### src/sv/bfp_pkg.sv
// ----------------------------------------------------------------------------
// bfp_pkg
// Shared types, constants and helpers for the BCD frequency frame parser.
// ----------------------------------------------------------------------------
package bfp_pkg;

   // Received byte history, newest byte at position 0
   localparam int HIST_DEPTH = 11;

   // Frame markers
   localparam logic [7:0] END_MARK = 8'hFD;
   localparam logic [7:0] PREAMBLE = 8'hFE;

   // Unanswered request counter saturates here
   localparam logic [2:0] COUNT_MAX = 3'd7;

   // Register reset values
   localparam logic [7:0] CTRL_ADDR_RESET = 8'hE0;
   localparam logic [2:0] MAX_UNANS_RESET = 3'd3;

   // Register map (index = paddr[2])
   localparam int          PADDR_W       = 3;
   localparam logic        REG_CTRL_ADDR = 1'b0;
   localparam logic        REG_MAX_UNANS = 1'b1;

   // BCD digit-pair weights, most significant pair first
   localparam logic [31:0] W_1E8 = 32'd100000000;
   localparam logic [31:0] W_1E6 = 32'd1000000;
   localparam logic [31:0] W_1E4 = 32'd10000;
   localparam logic [31:0] W_1E2 = 32'd100;

   // Frame kind codes
   typedef enum logic [1:0] {
      KIND_NONE = 2'd0,
      KIND_FOUR = 2'd1,
      KIND_FIVE = 2'd2
   } kind_type;

   typedef logic [7:0] byte_type;

   // Configuration seen by the datapath
   typedef struct packed {
      logic [7:0] controller_address;
      logic [2:0] max_unanswered;
   } cfg_type;

   // One result beat
   typedef struct packed {
      kind_type    frame_kind;
      logic [31:0] freq_hz;
      logic [7:0]  radio_address;
      logic        available;
   } rsp_type;

   // Two BCD nibbles to their value (invalid nibbles weighted like digits)
   function automatic logic [7:0] bcd_pair(input logic [7:0] v);
      logic [7:0] hi;
      logic [7:0] lo;
      hi = {4'b0, v[7:4]};
      lo = {4'b0, v[3:0]};
      return (hi << 3) + (hi << 1) + lo;
   endfunction

endpackage

### src/sv/bfp_if.sv
// ----------------------------------------------------------------------------
// bfp_if
// Valid/ready channels for the request and result beats.
// ----------------------------------------------------------------------------
interface bfp_req_if;
   logic       valid;
   logic       ready;
   logic       cmd;
   logic [7:0] rx_byte;

   modport source (output valid, output cmd, output rx_byte, input ready);
   modport sink   (input valid, input cmd, input rx_byte, output ready);
endinterface

interface bfp_rsp_if;
   logic        valid;
   logic        ready;
   logic [1:0]  frame_kind;
   logic [31:0] freq_hz;
   logic [7:0]  radio_address;
   logic        available;

   modport source (output valid, output frame_kind, output freq_hz,
                   output radio_address, output available, input ready);
   modport sink   (input valid, input frame_kind, input freq_hz,
                   input radio_address, input available, output ready);
endinterface

### src/sv/bfp_csr.sv
// ----------------------------------------------------------------------------
// bfp_csr
// APB register block: controller address and unanswered request limit.
// ----------------------------------------------------------------------------
module bfp_csr (
   input  logic                        clock,
   input  logic                        reset,
   input  logic                        psel,
   input  logic                        penable,
   input  logic                        pwrite,
   input  logic [bfp_pkg::PADDR_W-1:0] paddr,
   input  logic [31:0]                 pwdata,
   output logic [31:0]                 prdata,
   output logic                        pready,
   output bfp_pkg::cfg_type            cfg
);
   import bfp_pkg::*;

   logic [7:0] ctrl_addr_ff;
   logic [7:0] ctrl_addr_in;
   logic [2:0] max_unans_ff;
   logic [2:0] max_unans_in;
   logic       wr_en;

   assign pready = 1'b1;
   assign wr_en  = psel && penable && pwrite;

   // Register write decode
   always_comb begin
      ctrl_addr_in = ctrl_addr_ff;
      max_unans_in = max_unans_ff;
      if (wr_en) begin
         case (paddr[2])
            REG_CTRL_ADDR: ctrl_addr_in = pwdata[7:0];
            REG_MAX_UNANS: max_unans_in = pwdata[2:0];
            default: ;
         endcase
      end
   end

   always_ff @(posedge clock) begin
      if (reset) begin
         ctrl_addr_ff <= CTRL_ADDR_RESET;
         max_unans_ff <= MAX_UNANS_RESET;
      end else begin
         ctrl_addr_ff <= ctrl_addr_in;
         max_unans_ff <= max_unans_in;
      end
   end

   // Read mux
   always_comb begin
      case (paddr[2])
         REG_CTRL_ADDR: prdata = {24'b0, ctrl_addr_ff};
         REG_MAX_UNANS: prdata = {29'b0, max_unans_ff};
         default:       prdata = '0;
      endcase
   end

   assign cfg.controller_address = ctrl_addr_ff;
   assign cfg.max_unanswered     = max_unans_ff;

endmodule

### src/sv/bfp_core.sv
// ----------------------------------------------------------------------------
// bfp_core
// Byte history, header match, BCD decode and request counter; one beat per
// step.
// ----------------------------------------------------------------------------
module bfp_core (
   input  logic             clock,
   input  logic             reset,
   input  logic             step,
   input  logic             cmd,
   input  logic [7:0]       rx_byte,
   input  bfp_pkg::cfg_type cfg,
   output bfp_pkg::rsp_type result
);
   import bfp_pkg::*;

   byte_type    hist_ff [HIST_DEPTH];
   byte_type    hist_in [HIST_DEPTH];
   logic [31:0] freq_ff;
   logic [31:0] freq_in;
   logic [7:0]  radio_ff;
   logic [7:0]  radio_in;
   logic [2:0]  count_ff;
   logic [2:0]  count_in;

   byte_type    h [HIST_DEPTH];
   logic        end_seen;
   logic        match5;
   logic        match4;
   logic [7:0]  p1, p2, p3, p4, p5;
   logic [31:0] f5;
   logic [31:0] f4;
   kind_type    kind;

   // History after this byte is shifted in
   always_comb begin
      h[0] = rx_byte;
      for (int i = 1; i < HIST_DEPTH; i++) begin
         h[i] = hist_ff[i-1];
      end
   end

   // Header checks
   assign end_seen = (h[0] == END_MARK);
   assign match5   = end_seen && (h[8] == cfg.controller_address) &&
                     (h[9] == PREAMBLE) && (h[10] == PREAMBLE);
   assign match4   = end_seen && (h[7] == cfg.controller_address) &&
                     (h[8] == PREAMBLE) && (h[9] == PREAMBLE);

   // BCD decode, constant weights, wraps mod 2^32
   assign p1 = bcd_pair(h[1]);
   assign p2 = bcd_pair(h[2]);
   assign p3 = bcd_pair(h[3]);
   assign p4 = bcd_pair(h[4]);
   assign p5 = bcd_pair(h[5]);

   assign f5 = 32'({24'b0, p1} * W_1E8) + 32'({24'b0, p2} * W_1E6) +
               32'({24'b0, p3} * W_1E4) + 32'({24'b0, p4} * W_1E2) +
               {24'b0, p5};
   assign f4 = 32'({24'b0, p1} * W_1E6) + 32'({24'b0, p2} * W_1E4) +
               32'({24'b0, p3} * W_1E2) + {24'b0, p4};

   // Next state; the four-byte form wins when both headers match
   always_comb begin
      hist_in  = hist_ff;
      freq_in  = freq_ff;
      radio_in = radio_ff;
      count_in = count_ff;
      kind     = KIND_NONE;
      if (cmd) begin
         if (count_ff != COUNT_MAX) begin
            count_in = count_ff + 3'd1;
         end
      end else begin
         hist_in = h;
         if (match4) begin
            radio_in = h[6];
            freq_in  = f4;
            count_in = '0;
            kind     = KIND_FOUR;
         end else if (match5) begin
            radio_in = h[7];
            freq_in  = f5;
            count_in = '0;
            kind     = KIND_FIVE;
         end
      end
      // Stale frequency
      if (count_in > cfg.max_unanswered) begin
         freq_in = '0;
      end
   end

   always_ff @(posedge clock) begin
      if (reset) begin
         for (int i = 0; i < HIST_DEPTH; i++) begin
            hist_ff[i] <= '0;
         end
         freq_ff  <= '0;
         radio_ff <= '0;
         count_ff <= '0;
      end else if (step) begin
         hist_ff  <= hist_in;
         freq_ff  <= freq_in;
         radio_ff <= radio_in;
         count_ff <= count_in;
      end
   end

   // Result beat for this step
   assign result.frame_kind    = kind;
   assign result.freq_hz       = freq_in;
   assign result.radio_address = radio_in;
   assign result.available     = (freq_in != '0) && (count_in <= cfg.max_unanswered);

   // A matched frame clears the request counter
   a_match_clears: assert property (@(posedge clock) disable iff (reset)
      step && (kind != KIND_NONE) |=> count_ff == '0)
      else $error("counter not cleared after frame match");

   // A request always leaves a nonzero count
   a_req_counts: assert property (@(posedge clock) disable iff (reset)
      step && cmd |=> count_ff != '0)
      else $error("request did not raise counter");

   // State holds between steps
   a_hold: assert property (@(posedge clock) disable iff (reset)
      !step |=> $stable(freq_ff) && $stable(count_ff) && $stable(radio_ff))
      else $error("state changed without a step");

   // Stale frequency is zero after a step, unless the config has just changed
   a_stale_zero: assert property (@(posedge clock) disable iff (reset)
      count_ff > cfg.max_unanswered && $stable(cfg) |-> freq_ff == '0 ||
      !$past(step))
      else $error("stale frequency not cleared");

endmodule

### src/sv/bcd_frequency_frame_parser.sv
// ----------------------------------------------------------------------------
// bcd_frequency_frame_parser
// Parses frequency reply frames from a serial byte stream; top level.
// ----------------------------------------------------------------------------
// Each request beat is either a received byte (cmd 0) or a note that a
// frequency request went out (cmd 1), and produces exactly one result beat
// with the frame kind just completed, the stored frequency in Hz, the last
// radio address and an available flag. The block takes one beat per clock
// while the result output is not stalled: an input register feeds the byte
// history, header match and BCD decode, and a result register holds the
// answer; a stalled result only backs up the input register. Registers:
// controller_address at byte address 0 (reset 0xE0) and max_unanswered at 4
// (reset 3); write them only while no beat is in flight.
module bcd_frequency_frame_parser (
   input  logic                        clock,
   input  logic                        reset,
   bfp_req_if.sink                     req,
   bfp_rsp_if.source                   rsp,
   input  logic                        psel,
   input  logic                        penable,
   input  logic                        pwrite,
   input  logic [bfp_pkg::PADDR_W-1:0] paddr,
   input  logic [31:0]                 pwdata,
   output logic [31:0]                 prdata,
   output logic                        pready
);
   import bfp_pkg::*;

   cfg_type    cfg;
   rsp_type    result;

   logic       s1_valid_ff;
   logic       s1_valid_in;
   logic       s1_cmd_ff;
   logic [7:0] s1_byte_ff;
   logic       out_valid_ff;
   logic       out_valid_in;
   rsp_type    out_ff;
   logic       req_take;
   logic       out_load;

   bfp_csr u_csr (
      .clock   (clock),
      .reset   (reset),
      .psel    (psel),
      .penable (penable),
      .pwrite  (pwrite),
      .paddr   (paddr),
      .pwdata  (pwdata),
      .prdata  (prdata),
      .pready  (pready),
      .cfg     (cfg)
   );

   bfp_core u_core (
      .clock   (clock),
      .reset   (reset),
      .step    (out_load),
      .cmd     (s1_cmd_ff),
      .rx_byte (s1_byte_ff),
      .cfg     (cfg),
      .result  (result)
   );

   // Pipeline flow control
   assign out_load  = s1_valid_ff && (!out_valid_ff || rsp.ready);
   assign req.ready = !s1_valid_ff || out_load;
   assign req_take  = req.valid && req.ready;

   always_comb begin
      s1_valid_in = s1_valid_ff;
      if (req_take) begin
         s1_valid_in = 1'b1;
      end else if (out_load) begin
         s1_valid_in = 1'b0;
      end
      out_valid_in = out_valid_ff;
      if (out_load) begin
         out_valid_in = 1'b1;
      end else if (rsp.ready) begin
         out_valid_in = 1'b0;
      end
   end

   // Control
   always_ff @(posedge clock) begin
      if (reset) begin
         s1_valid_ff  <= 1'b0;
         out_valid_ff <= 1'b0;
      end else begin
         s1_valid_ff  <= s1_valid_in;
         out_valid_ff <= out_valid_in;
      end
   end

   // Payload
   always_ff @(posedge clock) begin
      if (req_take) begin
         s1_cmd_ff  <= req.cmd;
         s1_byte_ff <= req.rx_byte;
      end
      if (out_load) begin
         out_ff <= result;
      end
   end

   assign rsp.valid         = out_valid_ff;
   assign rsp.frame_kind    = out_ff.frame_kind;
   assign rsp.freq_hz       = out_ff.freq_hz;
   assign rsp.radio_address = out_ff.radio_address;
   assign rsp.available     = out_ff.available;

endmodule
### src/flat_wrapper.sv
// flat-port wrapper written by rule: the top's interface ports become plain ports
module bcd_frequency_frame_parser_flat import bfp_pkg::*;
  (clock, reset, psel, penable, pwrite, paddr, pwdata, prdata, pready, req_valid, req_cmd, req_rx_byte, req_ready, rsp_valid, rsp_frame_kind, rsp_freq_hz, rsp_radio_address, rsp_available, rsp_ready);
  bfp_req_if req_i ();
  bfp_rsp_if rsp_i ();
  input  logic clock;
  input  logic reset;
  input  logic psel;
  input  logic penable;
  input  logic pwrite;
  input  logic [bfp_pkg::PADDR_W-1:0] paddr;
  input  logic [31:0] pwdata;
  output logic [31:0] prdata;
  output logic pready;
  input wire logic [$bits(req_i.valid)-1:0] req_valid;
  input wire logic [$bits(req_i.cmd)-1:0] req_cmd;
  input wire logic [$bits(req_i.rx_byte)-1:0] req_rx_byte;
  output wire logic [$bits(req_i.ready)-1:0] req_ready;
  output wire logic [$bits(rsp_i.valid)-1:0] rsp_valid;
  output wire logic [$bits(rsp_i.frame_kind)-1:0] rsp_frame_kind;
  output wire logic [$bits(rsp_i.freq_hz)-1:0] rsp_freq_hz;
  output wire logic [$bits(rsp_i.radio_address)-1:0] rsp_radio_address;
  output wire logic [$bits(rsp_i.available)-1:0] rsp_available;
  input wire logic [$bits(rsp_i.ready)-1:0] rsp_ready;
  assign req_i.valid = req_valid;
  assign req_i.cmd = req_cmd;
  assign req_i.rx_byte = req_rx_byte;
  assign req_ready = req_i.ready;
  assign rsp_valid = rsp_i.valid;
  assign rsp_frame_kind = rsp_i.frame_kind;
  assign rsp_freq_hz = rsp_i.freq_hz;
  assign rsp_radio_address = rsp_i.radio_address;
  assign rsp_available = rsp_i.available;
  assign rsp_i.ready = rsp_ready;
  bcd_frequency_frame_parser u_core (.clock(clock), .reset(reset), .req(req_i), .rsp(rsp_i), .psel(psel), .penable(penable), .pwrite(pwrite), .paddr(paddr), .pwdata(pwdata), .prdata(prdata), .pready(pready));
endmodule
### config.mk
export PLATFORM = sky130hd
export DESIGN_NAME = bcd_frequency_frame_parser_flat
export DESIGN_NICKNAME = d
export VERILOG_FILES = /design/src/sv/bfp_pkg.sv /design/src/sv/bfp_if.sv /design/src/sv/bfp_csr.sv /design/src/sv/bfp_core.sv /design/src/sv/bcd_frequency_frame_parser.sv /design/src/flat_wrapper.sv
export SDC_FILE = /design/constraint.sdc
export NUM_CORES = 1
export LEC_CHECK = 0
export ABC_AREA = 1
export BUFFER_PORTS_ARGS = -buffer_cell sky130_fd_sc_hd__buf_2
export CORE_ASPECT_RATIO = 1.4
export CORE_MARGIN = 2
export CORE_UTILIZATION = 58
export CTS_CLUSTER_SIZE = 28
export DETAILED_ROUTE_END_ITERATION = 10
export PLACE_DENSITY = 0.88
export REMOVE_ABC_BUFFERS = 1
export SYNTH_ARGS = -nofsm -noshare
export SYNTH_HDL_FRONTEND = slang
export SYNTH_HIERARCHICAL = 1
export SYNTH_SLANG_ARGS = --single-unit
### constraint.sdc
create_clock -name clock -period 8.1 [get_ports clock]
set_input_delay 2.025 -clock clock [delete_from_list [all_inputs] [get_ports clock]]
set_output_delay 2.025 -clock clock [all_outputs]
set_load 0.01 [all_outputs]
==> results of run 1 <==
-- metal layers --
| metal | track usage | wire length, um | up-vias |
|---|---|---|---|
| li1 | - | - | 10378 |
| met1 | 0.320 | 23600 | 10248 |
| met2 | 0.566 | 33900 | 990 |
| met3 | 0.0334 | 3800 | 363 |
| met4 | 0.274 | 6730 | 0 |
| met5 | 0 | 0 | - |
-- worst max-delay path: cells and delay by family, from the launching register on --
family                   cells  cell delay [ns]
AND/OR/NAND/NOR             18             1.89
AO/OA/AOI/OAI                6             1.01
adder cells (fa/ha/maj)     10             3.76
XOR/XNOR                     2             0.49
buffers and inverters        7             0.60
flip-flops                   1             0.32
-- worst max path at each step --
stage / from / cells past startpoint / to / slack [ns]
after floorplan: rsp_ready / 7 / u_core/u_core/h[16] / -4.31
after global placement: u_core/u_core/h[75] / 33 / u_core/rsp.available / -0.17
after detailed placement: u_core/u_core/h[59] / 42 / u_core/rsp.available / -0.34
after CTS: u_core/u_core/h[62] / 44 / u_core/rsp.available / 0.003
after global routing: u_core/u_core/h[59] / 43 / u_core/rsp.available / -0.56
final: u_core/u_core/h[59] / 43 / u_core/rsp.available / -0.23
-- per-stage QoR --
stage	setup slack [ns]	power (uW)	util	hold WS, ns
after global placement	-0.171	6790	0.641	0.454
final	-0.231	9220	0.686	0.472
after floorplan	-4.31	4770	-	0.439
after CTS	0.00325	8270	0.667	0.470
after detailed placement	-0.337	6920	0.641	0.459
after global routing	-0.565	9900	0.686	0.486
-- state kept, by name, indices dropped and copies added (netlist names), 2 cells and up --
signal,count
u_core/u_core/radio_ff,8
u_core/u_core/freq_ff,32
u_core/u_core/h,80
u_core/u_csr/max_unans_ff,3
u_core/u_csr/ctrl_addr_ff,8
u_core/rsp.radio_address,8
u_core/u_core/count_ff,3
u_core/rsp.freq_hz,32
u_core/rsp.frame_kind,2
u_core/s1_byte_ff,8
-- cell type report --
type | count | area share
multi-input combinational | 2230 | 0.634
sequential | 188 | 0.159
inverter | 615 | 0.0856
timing repair buffer | 288 | 0.0740
tap | 528 | 0.0244
clock buffer | 18 | 0.0167
clock inverter | 14 | 0.00657
-- layout by cell type, fill, tap and decap left out, types with 52 or more instances in the layout --
master | netlist | layout
a21oi_1 | 239 | 211
buf_2 | 8 | 77
buf_4 | 28 | 203
dfxtp_1 | 136 | 132
edfxtp_1 | 52 | 52
fa_1 | 153 | 149
ha_1 | 395 | 359
inv_1 | 603 | 582
nand2_1 | 546 | 531
nand3_1 | 155 | 137
nor2_1 | 255 | 238
o21ai_0 | 160 | 141
xor2_1 | 63 | 57
-- repair_timing --
action | 4_1_cts | 5_1_grt
setup endpoints to repair | 25 | 30
buffers inserted | 7 | 14
cloned | 0 | 0
resized for setup | 71 | 147
pin swaps | 48 | 86
hold buffers | 0 | 0
-- cell families after synthesis --
family | after synthesis
buf+inv | 705
compound gates | 502
flops | 188
other cells | 2
simple gates | 1043
fa+ha+maj | 548
xor+xnor | 112
-- power by group through the flow --
stage,clock (uW),sequential (uW),combinational (uW)
after floorplan,0,1080,3690
after global placement,0,1080,5700
after detailed placement,0,1080,5840
after CTS,880,1060,6330
after global routing,916,1070,7920
final,872,1060,7290
==> impl_results.md, run 1 <==
* Status: finished with violations
* Failing checks: negative setup slack
* IO buf count at 77
* Final Critical Period at 8.33 ns
* Net Sw Power at 4700 uW
* Detailed Place HPWL at 51.5 mm
* Largest area contributor in the netlist: ha_1
* Total number of vias at approximately 22000
* Reg power frac at 0.115
* Synth Instances at 3100
* Antenna cell count at 0
* RSZ-0062 raised after global routing: true
* Post-route insts no fill at 3881
* Worst-Margin Slew at between 1 and 1.5 ns
* Count of pins over their slew limit at 0
* Max stage delay on crit path at 0.56 ns
* Largest fanout on the critical path at 3
* Boundary Pins at ~130
* Critical Path Source Type: register
* NumNets Final at 3939
* Clock skew at between 0.015 and 0.02 ns
* Hold_sp: u_core/u_core/freq_ff[13]
* Commonest cells in the netlist: inv_1 (603), nand2_1 (546), ha_1 (395), nor2_1 (255), a21oi_1 (239)
* Vias per cell at around 5.7
* Synth Area in Compound Gates at 0.117
* XOR/XNOR Fraction of Synth Area at 0.0424
* Skew-Pair Late Insertion Delay at 0.46 ns
* Post-route DRC at 0
* FF-to-FF path depth at 43
* Power Internal at ~4500 uW
* Synth cell types at 50
* Synth Area in Simple Gates at 0.189
* Flop-to-flop setup slack at -0.23 ns
* DR WL/cell at 17.5 um
* Placed inst area at around 25000 sq um
* Hold Vio Cnt, Final at 0
* Final worst slack at -0.231 ns
* Reg area at 4290 sq um
* Vias in the first global route at 22018
* GRT overflow at 0
* VDD IR max at 280 uV
* Die ar. at 41600 sq um
* Leak at between 0.01 and 0.015 uW
* Site row count at 86
* Die width at between 150 and 200 um
* Post-synth EDFFs at 52
* Sw Ratio at 0.509
* Synth-to-Final Area Change at 16.8%
* Comb power frac at 0.790
* Die Height at 240 um
* Largest cells by area after synthesis: ha_1 (21%), fa_1 (13%), dfxtp_1 (12%)
* Finished layout cell area at approximately 27000 sq um
* DR iter-0 viols at 1656
* Clock buffer count from CTS at 17
* Filler cell count at 2989
* Mux cell area share after synthesis at 0
* PD cells at 341 nW/um^2
* Initial antenna violation count at 0
* R2R Path Start: u_core/u_core/h[59]
* Register area share after synthesis at 0.185
* H-tree depth at 4
* Synth async-reset ratio at 0
* Initial core utilization at 0.588
* Critical path arrival at 8.53 ns
* Layout cells sized above 1 at 0.162
* Synth Cell Area at 23200 sq um
* Synth Warn # at 6
* Post-Synth Adder-Cell Area at 0.346
* Final count of negative-setup-slack endpoints at 6
* Largest family of logic cells by synthesized area: adder cells
* Wire length of the first global-routing pass at a little over 100 mm
* Hold path depth at 2
* Cell mode on critical path: nor2_1
* Clock root buffer: clkbuf_16
* Worst min path class: register to register
* Clk slew on worst S/H paths at about 0.080 ns
* # clock sinks at 188
* CP endpoint kind: register
* CTS tree: done
* DP Cell Count at 3828
* Area occupied by multi-input gates at 17100 sq um
* Area share of the largest cell type after synthesis at 0.213
* MaxCap Viol Count at 0
* Setup CP Type: register to register
* Routed Antenna Nets at 0
* Placer congestion estimate at 0.993
* Count leader, synth: inv_1
* Fin crit share at 1.03
* Seq cells post-synth at roughly 190
* Clock Path Buffers at 2
* Largest net degree at the start of global routing at 100
* All-Layer GR Usage at 0.312
* Peak Freq at 120 MHz
* Hold Path End: u_core/u_core/freq_ff[13]
* Slew headroom at 0.240
* Clk pwr share at 0.095
* CP required at 8.30 ns
* Total negative slack at -0.611 ns
* Syn_area_per_cell at 7.47 sq um
* CP max stage cell: fa_1
* Final WL at ~68 mm
* Post-synth top flop: dfxtp_1
* Placeable Area at between 30000 and 40000 sq um
* End of the worst register-to-register path: u_core/rsp.available
* 1st-pass router iterations at 7
Note: power is estimated with default switching activity, not from simulation.
==> run 2, diff against run 1 <==
--- a/config.mk
+++ b/config.mk
@@ -9,11 +9,13 @@
 export BUFFER_PORTS_ARGS = -buffer_cell sky130_fd_sc_hd__buf_2
 export CORE_ASPECT_RATIO = 1.4
 export CORE_MARGIN = 2
-export CORE_UTILIZATION = 58
+export CORE_UTILIZATION = 33
 export CTS_CLUSTER_SIZE = 28
 export DETAILED_ROUTE_END_ITERATION = 10
-export PLACE_DENSITY = 0.88
+export PLACE_DENSITY = 0.59
 export REMOVE_ABC_BUFFERS = 1
+export SKIP_LAST_GASP = 1
+export SLEW_MARGIN = 20
 export SYNTH_ARGS = -nofsm -noshare
 export SYNTH_HDL_FRONTEND = slang
 export SYNTH_HIERARCHICAL = 1
==> impl_results.md, run 2 (synthesis results as in run 1) <==
* H-tree depth at 4
* Comb power frac at 0.797
* CTS tree: done
* Vias in the first global route at approximately 20000
* Worst Hold Margin at 0.468 ns
* Leak at 0.0150 uW
* Die Height at between 300 and 400 um
* DR WL/cell at between 15 and 20 um
* Total number of vias at 20523
* Die width at 228 um
* Routed Antenna Nets at 0
* DR iter-0 viols at between 900 and 1000
* Hold_sp: u_core/u_core/freq_ff[13]
* Cell mode on critical path: nand2_1
* PD cells at 336 nW/um^2
* # clock sinks at ~190
* CP endpoint kind: register
* Critical path arrival at 8.08 ns
* Boundary Pins at 129
* Total negative slack at 0 ns
* Status: complete, no violations
* Initial core utilization at 0.335
* IO buf count at 77
* All-Layer GR Usage at 0.181
* Vias per cell at 4.72
* Final Critical Period at 7.88 ns
* R2R Path Start: u_core/u_core/h[59]
* Largest fanout on the critical path at 5
* Clock skew at 0.0151 ns
* 1st-pass router iterations at 6
* Clock root buffer: clkbuf_16
* Max stage delay on crit path at 0.52 ns
* Power Internal at 4790 uW
* Skew-Pair Late Insertion Delay at 0.46 ns
* Worst-Margin Slew at about 1.1 ns
* Largest net degree at the start of global routing at 100
* Clk slew on worst S/H paths at around 0.08 ns
* CP max stage cell: fa_1
* Hold Vio Cnt, Final at 0
* Count of pins over their slew limit at 0
* Most frequent cells in the layout: inv_1 (577), nand2_1 (521), ha_1 (346), buf_4 (278), nor2_1 (237)
* Layout cells sized above 1 at 0.188
* Final WL at 66.1 mm
* Peak Freq at 127 MHz
* Detailed Place HPWL at 54.4 mm
* Critical Path Source Type: register
* Synth-to-Final Area Change at 22.1%
* Worst setup startpoint: u_core/u_core/h[59]
* Clock buffer count from CTS at 17
* Fin crit share at 0.973
* Sw Ratio at 0.496
* Post-route DRC at 0
* Die ar. at a little over 70000 sq um
* Commonest non-fill, non-tap cell in the layout: inv_1
* Worst min path class: register to register
* Total power at roughly 9500 uW
* Setup CP Type: register to register
* Antenna cell count at 0
* Initial antenna violation count at 0
* CP required at 8.30 ns
* Clk pwr share at 0.091
* Filler cell count at 7133
* Placeable Area at 69200 sq um
* GRT overflow at 0
* Site row count at about 110
* Clock Path Buffers at 2
* Wire length of the first global-routing pass at 104 mm
* Max reg flops at 80
* MaxCap Viol Count at 0
* NumNets Final at 4009
* VDD IR max at 242 uV
* Finished layout cell area at about 28000 sq um
* Net Sw Power at 4720 uW
* Slew headroom at 0.258
* Placer congestion estimate at between 0.9 and 1
* Reg power frac at 0.112
* Final count of negative-setup-slack endpoints at 0
* RSZ-0062 raised after global routing: true
* Placed inst area at 26200 sq um
## run 2: changes by cell type in the layout (fill, tap and decap cells not counted), moves of 6 or more
cell,previous run,this run
buf_4,203,278
o21ai_1,37,45
nand3_1,137,131
ha_4,33,45
nand2_1,531,521
ha_1,359,346
nand2_2,15,22
o21ai_2,10,4
## run 2: stage by stage
| step | worst slack (ns) | util | instances |
|---|---|---|---|
| 2_1_floorplan | -4.31 | - | 3033 |
| 3_3_place_gp | -0.246 | 0.379 | 4289 |
| 3_5_place_dp | -0.303 | 0.379 | 4289 |
| 4_1_cts | 0.00198 | 0.392 | 4328 |
| 5_1_grt | -0.169 | 0.409 | 4351 |
| 6_report | 0.220 | 0.409 | 4351 |
## run 2: layer usage
metal	GRT usage	part of all wire	vias up
met2	0.341	0.52	314
met4	0.0964	0.058	0
li1	-	-	10508
met5	0	0	-
met1	0.201	0.40	9581
met3	0.0163	0.020	120
## run 2: final cells by class
type	instances	area, sq um	share of cell area
Clock buffer	18	429	0.0152
Tap cell	928	1160	0.0411
Inverter	615	2320	0.0819
Timing Repair Buffer	358	2510	0.0886
Clock inverter	14	179	0.00633
Multi-Input combinational cell	2230	17400	0.615
Sequential cell	188	4290	0.152
## run 2: path summary, 6_finish.rpt
check	endpoint	slack [ns]	cells past startpoint
max	u_core/rsp.available	0.22	43
min	u_core/u_core/freq_ff[13]	0.47	2
max reg2reg	u_core/rsp.available	0.22	43
min reg2reg	u_core/u_core/freq_ff[13]	0.47	2
## run 2: power by group through the flow
stage               Combinational, uW  Sequential, uW  Clock [uW]
floorplan                        3690            1080           0
global placement                 6030            1080           0
detailed placement               6070            1080           0
CTS                              6580            1060         892
global route                     8340            1070         924
finish                           7580            1060         867
## run 2: critical path: cells and delay by family, from the launching register on
family	cells	cell delay, ns
buffers and inverters	7	0.67
AO/OA/AOI/OAI	6	0.87
flip-flops	1	0.33
adder cells (fa/ha/maj)	10	3.63
XOR/XNOR	2	0.42
AND/OR/NAND/NOR	18	1.69
## run 2: what timing repair did
action | CTS | global route
endpoints found under the hold margin | 0 | 0
resized for setup | 52 | 209
hold buffers | 0 | 0
endpoints found under the setup margin | 24 | 29
pin swaps | 16 | 136
setup buffers | 7 | 23
